**src/design/vca_pkg.sv**
```systemverilog
// voice channel allocator package: channel count, kind codes, controller states
// and the structs that pass between the controller and the channel cells
// no dependencies

package vca_pkg;

    // number of synth channels, one cell each (1..16)
    localparam int VCA_CHANNELS = 16;
    // channel index width, fixed by the result field
    localparam int VCA_CH_W     = 4;

    // input kind codes
    localparam logic [1:0] KIND_ON   = 2'd0;
    localparam logic [1:0] KIND_OFF  = 2'd1;
    localparam logic [1:0] KIND_CUT  = 2'd2;

    // result action codes
    localparam logic ACT_OFF = 1'b0;
    localparam logic ACT_ON  = 1'b1;

    typedef enum logic [2:0] {
        ST_IDLE,
        ST_SCAN,
        ST_FLUSH,
        ST_STEAL,
        ST_STRIKE
    } t_state;

    // candidate token handed from cell to cell during a scan
    typedef struct packed {
        logic                live;
        logic                found;
        logic                free;
        logic [VCA_CH_W-1:0] idx;
        logic [31:0]         age;
        logic [6:0]          key;
    } t_cand;

    // command broadcast to every cell for the current scan
    typedef struct packed {
        logic        on;
        logic        by_id;
        logic [31:0] id;
        logic [15:0] src;
    } t_cmd;

    // channel write for a note-on
    typedef struct packed {
        logic                en;
        logic [VCA_CH_W-1:0] idx;
        logic [31:0]         id;
        logic [15:0]         src;
        logic [6:0]          key;
        logic [31:0]         age;
    } t_wr;

endpackage

```
**src/design/vca_cell.sv**
```systemverilog
// one synth channel cell: holds the channel state, updates the passing
// candidate token and flags release matches
// depends on vca_pkg

module vca_cell import vca_pkg::*; (
    input  logic                i_clk,
    input  logic                i_rst_n,
    input  logic [VCA_CH_W-1:0] i_idx,
    input  logic                i_adv,
    input  t_cmd                i_cmd,
    input  t_cand               i_tok,
    input  t_wr                 i_wr,
    output t_cand               o_tok,
    output logic                o_hit,
    output logic [6:0]          o_key
);

    logic        r_held;
    logic [31:0] r_id;
    logic [15:0] r_src;
    logic [6:0]  r_key;
    logic [31:0] r_age;
    t_cand       r_tok;
    t_cand       n_tok;
    logic        w_match;
    logic        w_hit;
    logic        w_better;

    // release match against the broadcast command
    assign w_match = r_held && (r_src == i_cmd.src) && (!i_cmd.by_id || (r_id == i_cmd.id));
    assign w_hit   = i_tok.live && !i_cmd.on && w_match;

    // free beats held, then older start age, ties keep the earlier channel
    assign w_better = !i_tok.found
                   || (!r_held && !i_tok.free)
                   || (((!r_held) == i_tok.free) && (r_age < i_tok.age));

    // candidate update
    always_comb begin
        n_tok = i_tok;
        if (i_tok.live && i_cmd.on && w_better) begin
            n_tok.found = 1'b1;
            n_tok.free  = !r_held;
            n_tok.idx   = i_idx;
            n_tok.age   = r_age;
            n_tok.key   = r_key;
        end
    end

    // token register toward the next cell
    always_ff @(posedge i_clk) begin
        if (!i_rst_n) begin
            r_tok <= '0;
        end else if (i_adv) begin
            r_tok <= n_tok;
        end
    end

    // channel state
    always_ff @(posedge i_clk) begin
        if (!i_rst_n) begin
            r_held <= 1'b0;
            r_id   <= '0;
            r_src  <= '0;
            r_key  <= '0;
            r_age  <= '0;
        end else if (i_wr.en && (i_wr.idx == i_idx)) begin
            r_held <= 1'b1;
            r_id   <= i_wr.id;
            r_src  <= i_wr.src;
            r_key  <= i_wr.key;
            r_age  <= i_wr.age;
        end else if (i_adv && w_hit) begin
            r_held <= 1'b0;
        end
    end

    assign o_tok = r_tok;
    assign o_hit = w_hit;
    assign o_key = w_hit ? r_key : '0;

endmodule

```
**config.mk**
```make
export PLATFORM = sky130hd
export DESIGN_NAME = vca_cell
export DESIGN_NICKNAME = d
export VERILOG_FILES = /design/src/design/vca_pkg.sv /design/src/design/vca_cell.sv
export SDC_FILE = /design/constraint.sdc
export NUM_CORES = 1
export LEC_CHECK = 0
export BUFFER_PORTS_ARGS = -buffer_cell sky130_fd_sc_hd__buf_4
export CAP_MARGIN = 30
export CORE_MARGIN = 1.5
export CORE_UTILIZATION = 46
export CTS_CLUSTER_DIAMETER = 30
export DETAILED_ROUTE_END_ITERATION = 16
export GPL_TIMING_DRIVEN = 0
export PLACE_DENSITY_LB_ADDON = 0.05
export SETUP_SLACK_MARGIN = 0.4
export SYNTH_ARGS = -nofsm -noshare
export SYNTH_HDL_FRONTEND = slang
export SYNTH_SLANG_ARGS = --single-unit
```
**constraint.sdc**
```tcl
create_clock -name i_clk -period 2.3 [get_ports i_clk]
set_clock_uncertainty 0.05 [all_clocks]
set_input_delay 0.115 -clock i_clk [delete_from_list [all_inputs] [get_ports i_clk]]
set_output_delay 0.115 -clock i_clk [all_outputs]
set_load 0.005 [all_outputs]
```
==> summary.md <==
| Metric | Value |
|---|---|
| Register bit total from synthesis | 134 |
| Post-synthesis cell area | 7360 sq um |
| Clk root buf | clkbuf_16 |
| 1st-iter DRT viols | 458 |
| Total congestion overflow | 0 |
| Row count | 46 |
| Internal Power | 0.00528 W |
| Commonest register cell after synthesis | dfxtp_1 |
| Worst Hold Depth | 4 |
| Post-synthesis sequential area ratio | 36.5% |
| Initial Util | 46.6% |
| Ys async rst share | 0% |
| Hold Startpoint | i_idx[1] |
| Die Y | 129 microns |
| Max IR drop VDD | 0.000548 V |
| Number of synthesized flops with an enable pin | 0 |
| Commonest cells in the netlist | nand2_1 (227), dfxtp_1 (134), a21boi_0 (89) |
| Most common cell in the synthesized netlist | nand2_1 |
| Sw frac | 25.1% |
| Rel. slew slack | 49.3% |
| Slowest-stage cell, CP | dfxtp_4 |
| Critical-path cell list | ha_4 -> nand4_1 -> a2111oi_4 -> a22o_1 -> nand2b_4 -> buf_12 -> buf_8 -> o32ai_1 -> a31o_1 |
| Lkg Pwr | 4.90 nW |
| Worst skew pair latency | 430 ps |
| Layout Nets | 1,544 |
| Post-DR vias/cell | 5.40 |
| WHS Endpoint | o_tok[40]$_SDFFE_PN0P_ |
| Setup Crit Path Kind | register to register |
| Fill cells | 1,132 |
| Clk slew on worst S/H paths | 60 ps |
| H-tree Lvls | 4 |
| Port bufs | 246 |
| Residual DRC | 0 |
| Number of instances in the placed design | 1,354 |
| Final ANT Viol Nets | 0 |
| Antenna violations before repair | 0 |
| Final Hold Vio Count | 0 |
| Number of global-route vias before repair | 8,207 |
| WP data arrival | 2600 ps |
| Gate power share | 19.6% |
| Synth area leader | dfxtp_1 |
| Fin worst setup slack | -43.5 ps |
| # setup viols final | 23 |
| Avg Inst Size Synth | 8.25 sq um |
| Hold WS | 106 ps |
| WL/cell | 17.6 microns |
| Fmax | 427 MHz |
| Cells after Synth | 892 |
| Final period utilization | 102% |
| Maximum fanout along the worst path | 8 |
| Fin. max-slew vios | 0 |
| Drt total wl | 27.2 mm |
| # clock sinks | 134 |
| Hold/Removal Path Class | primary input to register |
| Detailed Place HPWL | 17.4 mm |
| Max clock buf depth | 2 |
| Core region area | 15,800 sq um |
| DRT Pass-1 Iters | 5 |
| Netlist cell types | 41 |
| Buf/Inv on CP | 2 |
| CP top delay family | compound AO/OA/AOI/OAI gates |
| Die X-Extent | 129 microns |
| Vias | 8,354 |
| Final Wtd Congestion | 0.849 |
| CP endpoint kind | register |
| PD cells | 565 nW/um^2 |
| Power share of the sequential group | 35.7% |
| Largest net degree at the start of global routing | 17 |
| Layout cells sized above 1 | 30.7% |
| Yosys top cell area share | 36.5% |
| Outcome | complete, but fails checks |
| Global-route wire length before repair | 40.7 mm |
| Die Area | 16,800 sq um |
| Ant diodes | 0 |
| Failing checks | negative setup slack |
| Post-synth net total | 1,119 |
| Req. time, crit path | 2560 ps |
| Area contributors post-synth | dfxtp_1 (36%), nand2_1 (12%), a21boi_0 (9.1%) |
| Non-Filler Instances | 1,546 |
| Max incr delay on CP | 360 ps |
| Slew @ Worst Pin | 760 ps |
| Clock power share | 44.7% |
| Crit path launch type | register |
| Yosys warns | 0 |
| GRT Util Overall | 31.0% |
| Cts bufs inserted | 17 |
| Flop-to-flop setup slack | -40 ps |
| # IOs | 249 |
| Reg2reg end | o_tok[29]$_SDFFE_PN0P_ |
| Minimum clock period | 2340 ps |
| Max Cap Viol | 0 |
| Syn-to-layout area delta | 69.7% |
| TritonCTS clock tree | yes |
| R2r worst-path depth | 9 |
| RSZ-0062 raised after global routing | yes |
| Reg-to-reg critical path startpoint | r_age[26]$_SDFFE_PN0P_ |
| Psw | 0.00177 W |
==> power by group through the flow <==
stage                     registers [W]  clock network, W  logic [W]
after floorplan                 0.00255                 0   0.000486
after global placement          0.00256                 0    0.00102
after detailed placement        0.00257                 0    0.00103
after CTS                       0.00251           0.00319    0.00126
after global routing            0.00253           0.00329    0.00148
final                           0.00252           0.00315    0.00138
==> cell usage in the layout, fill, tap and decap left out, drive strengths merged, types with 2 or more instances in the layout <==
| master | instances |
|---|---|
| clkbuf | 75 |
| dfxtp | 134 |
| bufinv | 6 |
| nor2 | 4 |
| nand3 | 2 |
| buf | 283 |
| and2 | 8 |
| clkinv | 6 |
| o32ai | 44 |
| xor2 | 3 |
| nand2b | 3 |
| nor4 | 4 |
| o21ai | 50 |
| a31o | 44 |
| o21a | 46 |
| dlygate4sd3 | 133 |
| inv | 37 |
| nand2 | 227 |
| a21oi | 14 |
| xnor2 | 49 |
| a31oi | 2 |
| a211oi | 2 |
| a21boi | 89 |
| ha | 32 |
| nand4 | 18 |
==> tightest hold or removal path: stages <==
cell	delay [ps]
buf_4	120
nand2_1	50
o32ai_1	70
a31o_1	170
==> worst max-delay path by stage <==
stage / startpoint / end / cells past startpoint
floorplan: r_age[1]$_SDFFE_PN0P_ / o_tok[0]$_SDFFE_PN0P_ / 8
global placement: r_age[14]$_SDFFE_PN0P_ / o_tok[27]$_SDFFE_PN0P_ / 8
detailed placement: r_age[14]$_SDFFE_PN0P_ / o_tok[29]$_SDFFE_PN0P_ / 8
CTS: r_age[1]$_SDFFE_PN0P_ / o_tok[41]$_SDFFE_PN0P_ / 8
global route: r_age[26]$_SDFFE_PN0P_ / o_tok[29]$_SDFFE_PN0P_ / 9
finish: r_age[26]$_SDFFE_PN0P_ / o_tok[29]$_SDFFE_PN0P_ / 9
==> metrics by stage <==
step	area (sq um)	power (W)	setup TNS [ps]	util (%)	setup WS, ps
after floorplan	7390	0.00304	0	-	142
after global placement	9510	0.00358	-17050	60.3	-353
after detailed placement	9510	0.00359	-18960	60.3	-375
after CTS	12000	0.00696	0	75.8	21.7
after global routing	12500	0.00730	-4040	79.1	-114
final	12500	0.00705	-293	79.1	-43.5
==> final cells by class <==
| class | count | area (sq um) | area share [%] |
|---|---|---|---|
| clock buffer | 17 | 425 | 3.41 |
| clock inverter | 15 | 250 | 2.01 |
| buffer | 69 | 427 | 3.42 |
| multi-input combinational | 655 | 4730 | 37.9 |
| timing repair buffer | 405 | 3530 | 28.3 |
| sequential | 134 | 2720 | 21.8 |
| inverter | 35 | 131 | 1.05 |
| tap | 216 | 270 | 2.17 |
==> cells by family (layout without fill, tap and decap cells) <==
logic type | count (synthesis) | count (layout) | share of synthesized area, %
simple gates | 271 | 271 | 15.3
xor+xnor | 52 | 52 | 6.19
compound gates | 298 | 299 | 30.1
fa+ha+maj | 32 | 32 | 5.44
mux | 1 | 1 | 0.136
flops | 134 | 134 | 36.5
buf+inv | 104 | 541 | 6.34
==> per-layer routing <==
layer	wire [microns]	vias to the layer above	track usage [%]
met2	13600	371	54.3
met5	0	-	0
met3	2060	71	8.05
li1	-	4005	-
met1	10700	3907	36.1
met4	866	0	12.7
==> timing repair <==
action	4_1_cts	5_1_grt
resized for setup	72	65
hold buffers	133	0
buffers inserted	15	4
cloned	2	6
pin swaps	31	19
hold endpoints to repair	133	0
endpoints found under the setup margin	83	74
==> flip-flops by register name, summed over array words and instances (netlist names) <==
| signal | count |
|---|---|
| o_tok | 46 |
| r_age | 32 |
| r_id | 32 |
| r_src | 16 |
| r_key | 7 |
| r_held | 1 |
No activity file was read; power rests on OpenSTA's default activity.
